<file path="src/sv/b64e_pkg.sv">
`timescale 1ns / 1ps
// ----------------------------------------------------------------------------
// b64e_pkg
// shared types, constants and the alphabet lookup for the base64 encoder
// ----------------------------------------------------------------------------
package b64e_pkg;

    localparam int QUEUE_DEPTH_DEF = 2;

    localparam logic [6:0] PAD_CHAR = 7'h3D;   // '='

    localparam logic [1:0] HAVE_ONE   = 2'd1;
    localparam logic [1:0] HAVE_TWO   = 2'd2;
    localparam logic [1:0] HAVE_THREE = 2'd3;

    localparam logic [1:0] CHAR_IDX_LAST = 2'd3;

    // one complete or closing group of up to three bytes
    typedef struct packed {
        logic [23:0] bytes;     // first byte in the top bits, missing bytes zero
        logic [1:0]  have;      // number of real bytes, 1..3
        logic        ends;      // group closes the field
    } group_t;

    // push side of the group queue
    typedef struct packed {
        logic   valid;
        group_t grp;
    } group_push_t;

    // standard alphabet: A-Z, a-z, 0-9, '+', '/'
    function automatic logic [6:0] b64_char(input logic [5:0] sextet);
        logic [6:0] s;
        logic [6:0] c;
        begin
            s = {1'b0, sextet};
            if (s < 7'd26)
            begin
                c = 7'h41 + s;
            end
            else if (s < 7'd52)
            begin
                c = 7'h61 + (s - 7'd26);
            end
            else if (s < 7'd62)
            begin
                c = 7'h30 + (s - 7'd52);
            end
            else if (s == 7'd62)
            begin
                c = 7'h2B;
            end
            else
            begin
                c = 7'h2F;
            end
            return c;
        end
    endfunction

endpackage

</file>
<file path="src/sv/b64e_front.sv">
`timescale 1ns / 1ps
// ----------------------------------------------------------------------------
// b64e_front
// gathers input bytes into groups of three and pushes each closed group
// ----------------------------------------------------------------------------
module b64e_front
    import b64e_pkg::*;
(
    input  logic        clk,
    input  logic        rst_n,
    input  logic        in_valid,
    output logic        in_ready,
    input  logic [7:0]  in_byte,
    input  logic        in_end,
    output group_push_t push,
    input  logic        push_ready
);

    logic [15:0] held_reg, held_next;
    logic [1:0]  cnt_reg, cnt_next;
    logic        accept;
    logic        closes;
    group_t      grp;

    assign in_ready = push_ready;
    assign accept   = in_valid && push_ready;
    assign closes   = in_end || (cnt_reg >= HAVE_TWO);

    always_comb
    begin
        grp.ends = in_end;
        case (cnt_reg)
            2'd0:
            begin
                grp.bytes = {in_byte, 16'h0000};
                grp.have  = HAVE_ONE;
            end
            2'd1:
            begin
                grp.bytes = {held_reg[15:8], in_byte, 8'h00};
                grp.have  = HAVE_TWO;
            end
            default:
            begin
                grp.bytes = {held_reg, in_byte};
                grp.have  = HAVE_THREE;
            end
        endcase
    end

    assign push.valid = accept && closes;
    assign push.grp   = grp;

    always_comb
    begin
        held_next = held_reg;
        cnt_next  = cnt_reg;
        if (accept)
        begin
            if (closes)
            begin
                held_next = 16'h0000;
                cnt_next  = 2'd0;
            end
            else if (cnt_reg == 2'd0)
            begin
                held_next = {in_byte, 8'h00};
                cnt_next  = 2'd1;
            end
            else
            begin
                held_next = {held_reg[15:8], in_byte};
                cnt_next  = 2'd2;
            end
        end
    end

    always_ff @(posedge clk or negedge rst_n)
    begin
        if (!rst_n)
        begin
            held_reg <= 16'h0000;
            cnt_reg  <= 2'd0;
        end
        else
        begin
            held_reg <= held_next;
            cnt_reg  <= cnt_next;
        end
    end

endmodule

</file>
<file path="src/sv/b64e_queue.sv">
`timescale 1ns / 1ps
// ----------------------------------------------------------------------------
// b64e_queue
// short group queue between the byte gatherer and the character serializer
// ----------------------------------------------------------------------------
module b64e_queue
    import b64e_pkg::*;
#(
    parameter int DEPTH = QUEUE_DEPTH_DEF
)
(
    input  logic        clk,
    input  logic        rst_n,
    input  group_push_t push,
    output logic        push_ready,
    output logic        head_valid,
    output group_t      head,
    input  logic        pop
);

    localparam int PTR_W = (DEPTH > 1) ? $clog2(DEPTH) : 1;
    localparam int CNT_W = $clog2(DEPTH + 1);
    localparam logic [PTR_W-1:0] PTR_LAST = PTR_W'(DEPTH - 1);
    localparam logic [CNT_W-1:0] CNT_FULL = CNT_W'(DEPTH);

    group_t            slot_reg [DEPTH];
    logic [PTR_W-1:0]  wr_ptr_reg, wr_ptr_next;
    logic [PTR_W-1:0]  rd_ptr_reg, rd_ptr_next;
    logic [CNT_W-1:0]  cnt_reg, cnt_next;
    logic              do_push, do_pop;

    assign push_ready = (cnt_reg != CNT_FULL);
    assign head_valid = (cnt_reg != '0);
    assign head       = slot_reg[rd_ptr_reg];
    assign do_push    = push.valid && push_ready;
    assign do_pop     = pop && head_valid;

    always_comb
    begin
        wr_ptr_next = wr_ptr_reg;
        rd_ptr_next = rd_ptr_reg;
        cnt_next    = cnt_reg;
        if (do_push)
        begin
            wr_ptr_next = (wr_ptr_reg == PTR_LAST) ? '0 : wr_ptr_reg + 1'b1;
        end
        if (do_pop)
        begin
            rd_ptr_next = (rd_ptr_reg == PTR_LAST) ? '0 : rd_ptr_reg + 1'b1;
        end
        if (do_push && !do_pop)
        begin
            cnt_next = cnt_reg + 1'b1;
        end
        else if (do_pop && !do_push)
        begin
            cnt_next = cnt_reg - 1'b1;
        end
    end

    always_ff @(posedge clk)
    begin
        if (do_push)
        begin
            slot_reg[wr_ptr_reg] <= push.grp;
        end
    end

    always_ff @(posedge clk or negedge rst_n)
    begin
        if (!rst_n)
        begin
            wr_ptr_reg <= '0;
            rd_ptr_reg <= '0;
            cnt_reg    <= '0;
        end
        else
        begin
            wr_ptr_reg <= wr_ptr_next;
            rd_ptr_reg <= rd_ptr_next;
            cnt_reg    <= cnt_next;
        end
    end

endmodule

</file>
<file path="src/sv/b64e_back.sv">
`timescale 1ns / 1ps
// ----------------------------------------------------------------------------
// b64e_back
// turns each queued group into four characters, one per beat
// ----------------------------------------------------------------------------
module b64e_back
    import b64e_pkg::*;
(
    input  logic       clk,
    input  logic       rst_n,
    input  logic       head_valid,
    input  group_t     head,
    output logic       pop,
    output logic       out_valid,
    input  logic       out_ready,
    output logic [6:0] out_char,
    output logic       out_group_last,
    output logic       out_done
);

    logic [1:0] idx_reg, idx_next;
    logic       valid_reg, valid_next;
    logic [6:0] char_reg, char_next;
    logic       glast_reg, glast_next;
    logic       done_reg, done_next;
    logic       load;
    logic [5:0] sextet;
    logic       is_pad;

    assign load = head_valid && (!valid_reg || out_ready);
    assign pop  = load && (idx_reg == CHAR_IDX_LAST);

    always_comb
    begin
        case (idx_reg)
            2'd0:    sextet = head.bytes[23:18];
            2'd1:    sextet = head.bytes[17:12];
            2'd2:    sextet = head.bytes[11:6];
            default: sextet = head.bytes[5:0];
        endcase
    end

    // padding where the group ran short of bytes
    assign is_pad = ((idx_reg == 2'd2) && (head.have < HAVE_TWO))
                 || ((idx_reg == CHAR_IDX_LAST) && (head.have < HAVE_THREE));

    always_comb
    begin
        idx_next   = idx_reg;
        valid_next = valid_reg;
        char_next  = char_reg;
        glast_next = glast_reg;
        done_next  = done_reg;
        if (load)
        begin
            idx_next   = idx_reg + 1'b1;
            valid_next = 1'b1;
            char_next  = is_pad ? PAD_CHAR : b64_char(sextet);
            glast_next = (idx_reg == CHAR_IDX_LAST);
            done_next  = (idx_reg == CHAR_IDX_LAST) && head.ends;
        end
        else if (out_ready)
        begin
            valid_next = 1'b0;
        end
    end

    always_ff @(posedge clk or negedge rst_n)
    begin
        if (!rst_n)
        begin
            idx_reg   <= 2'd0;
            valid_reg <= 1'b0;
        end
        else
        begin
            idx_reg   <= idx_next;
            valid_reg <= valid_next;
        end
    end

    always_ff @(posedge clk)
    begin
        char_reg  <= char_next;
        glast_reg <= glast_next;
        done_reg  <= done_next;
    end

    assign out_valid      = valid_reg;
    assign out_char       = char_reg;
    assign out_group_last = glast_reg;
    assign out_done       = done_reg;

endmodule

</file>
<file path="src/sv/base64_stream_encoder.sv">
`timescale 1ns / 1ps
// ----------------------------------------------------------------------------
// base64_stream_encoder
// standard-alphabet base64 encoder over a byte stream, one character per beat
// ----------------------------------------------------------------------------
// Bytes enter one per beat on the s_ side, with s_tlast on the last byte of a
// field. Every third byte closes a group; a field that ends mid-group is
// zero-filled and padded with '=' to four characters. An empty field produces
// nothing. Characters leave one per beat on the m_ side: m_tuser marks the
// fourth character of each group and m_tlast the final character of a field.
// The input side takes a byte every cycle while the group queue has room; the
// output register issues one character per cycle while m_tready is high and a
// group is queued, so the sustained rate is four output beats per three input
// bytes over full groups, set by the single-character output register. A byte
// that closes a group is first written into the group queue, and its first
// character is then loaded into the output register. The queue between
// gatherer and serializer holds QUEUE_DEPTH groups, so either side can stall
// without blocking the other until the queue fills or runs empty.
// ----------------------------------------------------------------------------
module base64_stream_encoder
    import b64e_pkg::*;
#(
    parameter int QUEUE_DEPTH = QUEUE_DEPTH_DEF
)
(
    input  logic       clk,
    input  logic       rst_n,
    // input beats
    input  logic       s_tvalid,
    output logic       s_tready,
    input  logic [7:0] s_tdata,   // [7:0] data_byte
    input  logic       s_tlast,   // field_end
    // output beats
    output logic       m_tvalid,
    input  logic       m_tready,
    output logic [7:0] m_tdata,   // [6:0] out_char, [7] zero
    output logic       m_tuser,   // group_last
    output logic       m_tlast    // field_done
);

    group_push_t grp_push;
    logic        grp_push_ready;
    logic        head_valid;
    group_t      head;
    logic        head_pop;
    logic [6:0]  out_char;

    // front: gather bytes into groups
    b64e_front u_front (
        .clk        (clk),
        .rst_n      (rst_n),
        .in_valid   (s_tvalid),
        .in_ready   (s_tready),
        .in_byte    (s_tdata),
        .in_end     (s_tlast),
        .push       (grp_push),
        .push_ready (grp_push_ready)
    );

    // decoupling queue of closed groups
    b64e_queue #(
        .DEPTH (QUEUE_DEPTH)
    ) u_queue (
        .clk        (clk),
        .rst_n      (rst_n),
        .push       (grp_push),
        .push_ready (grp_push_ready),
        .head_valid (head_valid),
        .head       (head),
        .pop        (head_pop)
    );

    // back: serialize groups into characters
    b64e_back u_back (
        .clk            (clk),
        .rst_n          (rst_n),
        .head_valid     (head_valid),
        .head           (head),
        .pop            (head_pop),
        .out_valid      (m_tvalid),
        .out_ready      (m_tready),
        .out_char       (out_char),
        .out_group_last (m_tuser),
        .out_done       (m_tlast)
    );

    assign m_tdata = {1'b0, out_char};

    // the final character of a field is always the last of its group
    assert property (@(posedge clk) disable iff (!rst_n)
        m_tvalid && m_tlast |-> m_tuser)
    else $error("field end outside group end");

    // a group is only pushed when the queue has room
    assert property (@(posedge clk) disable iff (!rst_n)
        grp_push.valid |-> grp_push_ready)
    else $error("group pushed into full queue");

    // a group leaves the queue when its fourth character is loaded into the output register
    assert property (@(posedge clk) disable iff (!rst_n)
        head_pop |=> m_tvalid && m_tuser)
    else $error("group popped without its fourth character");

    // padding shown first after an idle output is always the fourth character of a group
    assert property (@(posedge clk) disable iff (!rst_n)
        $rose(m_tvalid) && (m_tdata[6:0] == PAD_CHAR) |-> m_tuser || $past(m_tvalid))
    else $error("padding at the start of a group");

endmodule

</file>
<file path="config.mk">
export PLATFORM = sky130hd
export DESIGN_NAME = base64_stream_encoder
export DESIGN_NICKNAME = d
export VERILOG_FILES = /design/src/sv/b64e_pkg.sv /design/src/sv/b64e_front.sv /design/src/sv/b64e_queue.sv /design/src/sv/b64e_back.sv /design/src/sv/base64_stream_encoder.sv
export SDC_FILE = /design/constraint.sdc
export NUM_CORES = 1
export LEC_CHECK = 0
export BUFFER_PORTS_ARGS = -buffer_cell sky130_fd_sc_hd__buf_2
export CAP_MARGIN = 20
export CORE_MARGIN = 1
export CORE_UTILIZATION = 25
export CTS_BUF_LIST = sky130_fd_sc_hd__clkbuf_8
export DETAILED_ROUTE_END_ITERATION = 8
export SYNTH_ARGS = -nofsm -noshare
export SYNTH_HDL_FRONTEND = slang
export SYNTH_HIERARCHICAL = 1
export SYNTH_SLANG_ARGS = --single-unit
</file>
<file path="constraint.sdc">
create_clock -name clk -period 3.8 [get_ports clk]
set_input_delay 0.19 -clock clk [delete_from_list [all_inputs] [get_ports clk]]
set_output_delay 0.19 -clock clk [all_outputs]
set_load 0.01 [all_outputs]
</file>
# --- Word level (Yosys, flattened, before mapping) ---
# Memories as Yosys holds them, arrays and structs flattened.
# Index checks and enable logic that the tools add are counted.
classes:
  addsub: 10
  reduce_logical: 24
  muxes: 18
  eq_ne: 6
  magnitude_cmp: 6
op_table:
  columns: ["op", "n"]
  rows:
  - ["26-bit case mux with 2 select lines", 1]
  - ["16-bit two-way mux", 2]
  - ["7-bit two-way mux", 3]
  - ["6-bit case mux with 3 select lines", 1]
  - ["6-bit < comparator (second input constant)", 2]
  - ["1-bit logical AND", 11]
  - ["2-bit two-way mux", 4]
  - ["2-bit nonzero test", 4]
  - ["6-bit by 7-bit adder with 7-bit output (first input constant)", 1]
  - ["7-bit by 6-bit adder with 7-bit output (first input constant)", 1]
  - ["7-bit adder (first input constant)", 1]
  - ["6-bit by 5-bit subtractor with 7-bit output (second input constant)", 1]
  - ["6-bit by 6-bit subtractor with 7-bit output (second input constant)", 1]
  - ["6-bit equality test (second input constant)", 1]
  - ["6-bit by 5-bit < comparator with 1-bit output (second input constant)", 1]
  - ["1-bit two-way mux", 6]
  - ["2-bit by 1-bit adder with 2-bit output (second input constant)", 2]
  - ["2-bit by 1-bit equality test with 1-bit output (second input constant)", 2]
  - ["2-bit equality test (second input constant)", 2]
  - ["2-bit logical NOT", 2]
  - ["2-bit < comparator (second input constant)", 2]
  - ["1-bit logical NOT", 3]
  - ["1-bit logical OR", 3]
  - ["3-bit two-way mux", 1]
  - ["other kinds (5)", 6]
totals:
  ramBits: 54
  ff_bits: 34
  out_inout_bits: 12
  wordCells: 76
  mem_count: 1
mem_list:
  columns: ["name", "depth", "word_bits", "read_ports", "rd_clocked_by_memory_dff", "wr", "line_no", "text"]
  rows:
  - ["u_queue.slot_reg", 2, 27, 1, 0, 1, "b64e_queue.sv:26", "group_t slot_reg [DEPTH];"]

# --- Depth between registers and ports, before layout ---
# Gate-level depths: netlist of the first run.
depth:
  ltp_word: 8
  depth_mapped: 12
  mapped_depth_nobuf: 9

# --- Hierarchy ---
# Netlist of the first run, hierarchy kept.
by_module_without_submodules:
  columns: ["mod", "cells_per_inst", "instances", "area_each_um2", "seq_area_each_um2"]
  rows:
  - ["b64e_queue", 102, 1, 2242.2, 1721.7]
  - ["b64e_front", 114, 1, 1267.5, 450.4]
  - ["b64e_back", 122, 1, 1068.5, 345.3]
  - ["base64_stream_encoder", 2, 1, 11.3, 0.0]

# --- Worst setup path after synthesis of the first run ---
# No wires, ideal clock.
synth_path:
  kind: "register -> register"
  start: "reg u_queue.rd_ptr_reg"
  end: "reg u_back.char_reg[2] (netlist: u_back/out_char[2]) (data pin)"
  period_less_slack_ns: 2.867
  setup_time_ns: 0.259
  n_path_buf: 3
  path_slack_ns: 0.933
  path_stages_with_launch: 12
  arrival_ns: 2.608
  path_cell_list: "dfrtp_1 > buf_6 > buf_12 > mux2_4 > a222oi_1 > mux2i_2 > ha_1 > clkbuf_1 > a21oi_1 > and2_4 > a211oi_2 > a211o_1"
synth_lines:
  columns: ["item", "line_no", "text"]
  rows:
  - ["start, declared", "b64e_queue.sv:28", "logic [PTR_W-1:0] rd_ptr_reg, rd_ptr_next;"]
  - ["start signal, assigned", "b64e_queue.sv:80", "rd_ptr_reg <= rd_ptr_next;"]
  - ["end signal, assigned", "b64e_back.sv:84", "char_reg <= char_next;"]
  - ["end, declared", "b64e_back.sv:23", "logic [6:0] char_reg, char_next;"]

==> results_dict.tcl, run 1 <==
set metrics [dict create \
    status "completed" \
    cts_root_buf "clkbuf_8" \
    gp_congestion 0.8346 \
    tightest_slew_ns 0.7139 \
    timing.final.max_slew_violations 0 \
    portBuffers 23 \
    top_usage_layer "met2" \
    pre_cts_ws_ns 0.5314 \
    grt_pass1_wl_um 14970 \
    fin_crit_sh 0.8716 \
    htree_levels 3 \
    vias_per_cell 4.625 \
    drtAntennaViolNets 0 \
    worst-path-max-fanout 13 \
    grt_pass1_vias 2747 \
    largest_reg_flops 54 \
    clk_pin_slew_ns 0.09 \
    use_met2 0.1552 \
    synthesis.nets 361 \
    routedWlPerCell_um 15.41 \
    cts_hold_buf 1 \
    grt_max_degree 28 \
    reg2reg_depth 8 \
    timing.fmax_mhz 301.9 \
    worstSetupStartpointType "register" \
    tns_ns 0 \
    ys_seq_elements 88 \
    period_needed_ns 3.312 \
    grt_setup_unrepaired "false" \
    grtUsageMet3 0.02833 \
    drc 0 \
    clock_latency_ns 0.37 \
    yosysMostFrequentCell "edfxtp_1" \
    fin_skew_ns 0.01419 \
    diodes 0 \
    synth-edff-count 63 \
    maxCapViolCount 0 \
    syn_inst 340 \
    max-vdd-ir-drop_uv 373.0 \
    cp_data_arrival_time_ns 3.42 \
    dp_hpwl_um 6478 \
    antenna_found_initial 0 \
    die-width_um 137.5 \
    yosysWarnings 6 \
    die_y_um 137.5 \
    routed_wl_um 9154 \
    power_density_nw_per_um2 890.1 \
    hp-class "primary input to register" \
    syn_area_um2 4589 \
    hold_depth 3 \
    synthArstFlopShare 0.2841 \
    synthDominantCellAreaShare 0.4122 \
    worstSetupPathType "register to register" \
    p_leak_nw 1.958 \
    grt.overflow.total 0 \
    synthFlopType "edfxtp_1" \
    start_util 0.2555 \
    drt_first_pass_iters 4 \
    required_ns 3.91 \
    dieArea_um2 18900 \
    hold_start "m_tready" \
    rows 49 \
    reg2reg_slack_ns 0.49 \
    slew_headroom 0.5240 \
    ys_types 55 \
    timing.rr.end "u_back/out_char[2]" \
    pin_count 25 \
    synth_area_leaders "edfxtp_1, dfrtp_1, mux2_4" \
    cts_buffers 9 \
    vias 2747 \
    finalSetupViolations 0 \
    gr-usage-met1 0.1483 \
    drive_gt1_frac 0.3178 \
    track_usage 0.1047 \
    clockBufferDepth 2 \
    finalHoldViolCount 0 \
    postCtsSetupRepairBufs 0 \
    yosys.area.top_type "edfxtp_1" \
    fin_ws_ns 0.4879 \
    fin_nets 381 \
    initialDrtViolationCount 194 \
    endpoint_kind "register" \
    coreArea_um2 17960 \
    yosysSeqAreaShare 0.5485 \
    hold_end "u_back/out_valid" \
    cts_num_sinks 88 \
    avgSynthCellArea_um2 13.50 \
    synthTopCellsByCount "edfxtp_1, dfrtp_1, nand2_1, mux2_2, mux2_4" \
    cts_resized 0 \
    rr_startpoint "u_queue/rd_ptr_reg" \
    areaGrowthSynthToFinish_pct 11.26 \
    cts_tree "done" \
]
==> per-layer routing <==
metal  up-vias  part of all wire  wire length (µm)
met5         -                 0                 0
met4         0             0.013               117
met3        11             0.043               397
met2        61              0.44              4049
met1      1368              0.50              4590
li1       1307                 -                 -
==> worst max path at each step <==
stage / startpoint / to / slack [ns] / cells after the start
4_1_cts: u_queue/rd_ptr_reg / u_back/out_char[2] / 0.48 / 8
3_3_place_gp: u_queue/rd_ptr_reg / u_back/out_char[2] / 0.63 / 8
3_5_place_dp: u_queue/rd_ptr_reg / u_back/out_char[2] / 0.53 / 8
6_report: u_queue/rd_ptr_reg / u_back/out_char[2] / 0.49 / 8
5_1_grt: u_queue/rd_ptr_reg / u_back/out_char[2] / 0.27 / 8
2_1_floorplan: u_queue/rd_ptr_reg / u_back/out_char[2] / 0.93 / 11
==> layout by cell type, fill, tap and decap left out, types with 3 or more instances in the layout <==
cell type	synthesis	final
nand2b_1	3	3
nand4bb_1	8	8
o211ai_1	3	3
and2_1	9	9
buf_2	8	23
nand3_1	12	12
a21bo_2	8	8
o21ai_0	8	8
edfxtp_1	63	63
a22oi_1	3	3
clkbuf_8	0	9
nor2_1	11	10
a222oi_1	5	5
o2bb2ai_2	8	8
mux2_4	19	19
inv_1	14	15
ha_1	8	8
o211ai_2	5	5
a22o_1	6	6
mux2i_1	5	5
xnor2_1	6	6
nor2b_1	3	3
dfrtp_1	25	25
mux2_2	20	20
buf_4	4	8
nor2_2	2	3
a21oi_1	10	10
nand2_1	22	22
==> stage by stage <==
stage | power, W | util | area (µm²) | instances | hold slack, ns
after floorplan | 0.003349 | - | 4589 | 340 | -0.1056
after global placement | 0.003819 | 0.2716 | 4878 | 577 | 0.2337
after detailed placement | 0.003844 | 0.2716 | 4878 | 577 | 0.2472
after CTS | 0.004570 | 0.2843 | 5106 | 594 | 0.1345
after global routing | 0.004847 | 0.2843 | 5106 | 594 | 0.1468
final | 0.004545 | 0.2843 | 5106 | 594 | 0.1397
==> kinds of logic (layout without fill, tap and decap cells) <==
| family | Yosys count | in the layout | share of synthesized area |
|---|---|---|---|
| and+or+nand+nor | 83 | 83 | 0.1028 |
| other | 1 | 1 | 0.0008171 |
| xor gates and xnor gates | 8 | 8 | 0.01527 |
| muxes | 46 | 46 | 0.1300 |
| DFF | 88 | 88 | 0.5485 |
| adders and majority gates | 8 | 8 | 0.02181 |
| AOI/OAI and AO/OA | 68 | 68 | 0.1303 |
| buffers and inverters | 38 | 63 | 0.05043 |
==> critical path, stage by stage (launching register included) <==
cell and delay (ns):
dfrtp_1 0.74, buf_4 0.36, mux2_2 0.36, a222oi_1 0.54
mux2i_1 0.26, a21oi_1 0.27, and2_4 0.20, a211oi_2 0.04
a211o_1 0.28
==> area by class of cell <==
cell class,instances,area [µm²]
fillers,1810,12860
flip-flops and latches,88,2517
multi-input cells,214,1843
well taps,229,286.5
repair buffers,32,185.2
clock buffers,9,123.9
clock inverters,7,93.84
inverters,15,56.30
==> power breakdown <==
part           total, W  leakage, nW  internal [W]  switching (W)
clock network  0.000713        0.111      0.000371       0.000342
logic           0.00223        0.937      0.000997        0.00123
registers       0.00160        0.909       0.00142       0.000185
total           0.00454         1.96       0.00279        0.00176
Note: power is estimated with default switching activity, not from simulation.
==> run 2, diff against run 1 <==
Settings changed: CORE_ASPECT_RATIO set to 2.
==> results_dict.tcl, run 2 (synthesized netlist as in run 1, its figures left out) <==
set metrics [dict create \
    grt_pass1_wl_um 15650 \
    fin_crit_sh 0.8246 \
    initialDrtViolationCount 80 \
    gr-usage-met1 0.09747 \
    cp_top_family "compound AO/OA/AOI/OAI gates" \
    use_met2 0.2209 \
    clockBufferDepth 2 \
    crit_path_cell_trace "buf_4 -> mux2_4 -> a222oi_1 -> mux2i_1 -> a21oi_1 -> and2_4 -> a211oi_2 -> a211o_1" \
    tightest_slew_ns 0.9248 \
    grtUsageMet3 0.01658 \
    largest_reg_flops 54 \
    cts_buffers 9 \
    hp-class "primary input to register" \
    vias 2712 \
    cp_data_arrival_time_ns 3.26 \
    maxCapViolCount 0 \
    drt_first_pass_iters 9 \
    final_common_cell "edfxtp_1" \
    finalHoldViolCount 0 \
    violations "design-rule violations" \
    vias_per_cell 4.692 \
    worst-path-max-fanout 16 \
    timing.hold.ws_ns 0.1315 \
    rows 69 \
    grt.overflow.total 0 \
    drtAntennaViolNets 0 \
    die_y_um 193.6 \
    timing.final.max_slew_violations 0 \
    cts_root_buf "clkbuf_8" \
    fin_skew_ns 0.02126 \
    grt_pass1_vias 2943 \
    worstSetupStartpointType "register" \
    drive_gt1_frac 0.3178 \
    cts_tree "done" \
    fillers 1766 \
    endpoint_kind "register" \
    power_density_nw_per_um2 899.2 \
    pin_count 25 \
    tns_ns 0 \
    grt_setup_unrepaired "false" \
    top_usage_layer "met2" \
    start_util 0.2568 \
    cts_num_sinks 88 \
    timing.fmax_mhz 319.1 \
    finalSetupViolations 0 \
    required_ns 3.92 \
    period_needed_ns 3.133 \
    max-vdd-ir-drop_uv 248.6 \
    status "finished, violations left" \
    clk_pin_slew_ns 0.10 \
    gp_congestion 0.8284 \
    p_leak_nw 1.954 \
    routed_wl_um 9685 \
    worstSetupPathType "register to register" \
    die-width_um 97.81 \
    final_cell_mix "edfxtp_1, dfrtp_1, buf_2, nand2_1, mux2_2" \
    htree_levels 3 \
    routedWlPerCell_um 16.76 \
    max_stage_delay_ns 0.64 \
    coreArea_um2 17870 \
    dp_hpwl_um 7381 \
    slew_headroom 0.3835 \
    crit_buf_inv 1 \
    cpMaxStageDelayCell "a222oi_1" \
    fin_nets 381 \
    diodes 0 \
    cts_resized 0 \
    cts_hold_buf 1 \
    areaGrowthSynthToFinish_pct 10.82 \
    postCtsSetupRepairBufs 0 \
    track_usage 0.1080 \
    portBuffers 23 \
    grt_max_degree 33 \
    antenna_found_initial 0 \
    power_w 0.004573 \
    drc 4 \
    dieArea_um2 18940 \
    clock_latency_ns 0.37 \
]
run 2: power by group:
| group | leakage (nW) | internal [W] | switching [W] | total, W |
|---|---|---|---|---|
| clock network | 0.108 | 0.000372 | 0.000349 | 0.000721 |
| logic | 0.937 | 0.00100 | 0.00125 | 0.00225 |
| registers | 0.909 | 0.00142 | 0.000182 | 0.00160 |
run 2: cell type report:
type / count / area [µm²] / area share
tap: 213 / 266.5 / 0.05240
inverter: 15 / 56.30 / 0.01107
timing repair buffer: 32 / 185.2 / 0.03641
multi-input combinational: 214 / 1843 / 0.3624
clock buffer: 9 / 123.9 / 0.02435
sequential: 88 / 2517 / 0.4950
clock inverter: 7 / 93.84 / 0.01845
run 2: per-stage QoR:
| step | setup slack (ns) | std cells | instance area, µm² | util |
|---|---|---|---|---|
| after floorplan | 0.9328 | 340 | 4589 | - |
| after global placement | 0.7740 | 561 | 4858 | 0.2719 |
| after detailed placement | 0.6994 | 561 | 4858 | 0.2719 |
| after CTS | 0.6660 | 578 | 5086 | 0.2846 |
| after global routing | 0.4211 | 578 | 5086 | 0.2846 |
| final | 0.6666 | 578 | 5086 | 0.2846 |
run 2: worst register-to-register path, stage by stage (launching register included):
cell	delay, ns
dfrtp_1	0.53
buf_4	0.34
mux2_4	0.33
a222oi_1	0.64
mux2i_1	0.27
a21oi_1	0.27
and2_4	0.20
a211oi_2	0.04
a211o_1	0.26
run 2: layer usage:
metal,vias up,routed length [µm]
met1,1349,3391
met4,0,305
met3,17,203
met5,-,0
met2,41,5784
li1,1305,-
run 2: path summary, 6_finish.rpt:
path	slack, ns	to	cells past startpoint	from
min in group asynchronous	0.37	u_front/cnt_reg[0]	2	rst_n
setup reg to reg	0.67	u_back/out_char[2]	8	u_queue/rd_ptr_reg
setup / recovery	0.67	u_back/out_char[2]	8	u_queue/rd_ptr_reg
hold reg to reg	0.50	u_queue/cnt_reg[1]	1	u_queue/cnt_reg[1]
hold / removal	0.13	u_back/out_valid	3	m_tready
max in group asynchronous	3.00	u_front/held_reg[10]	2	rst_n
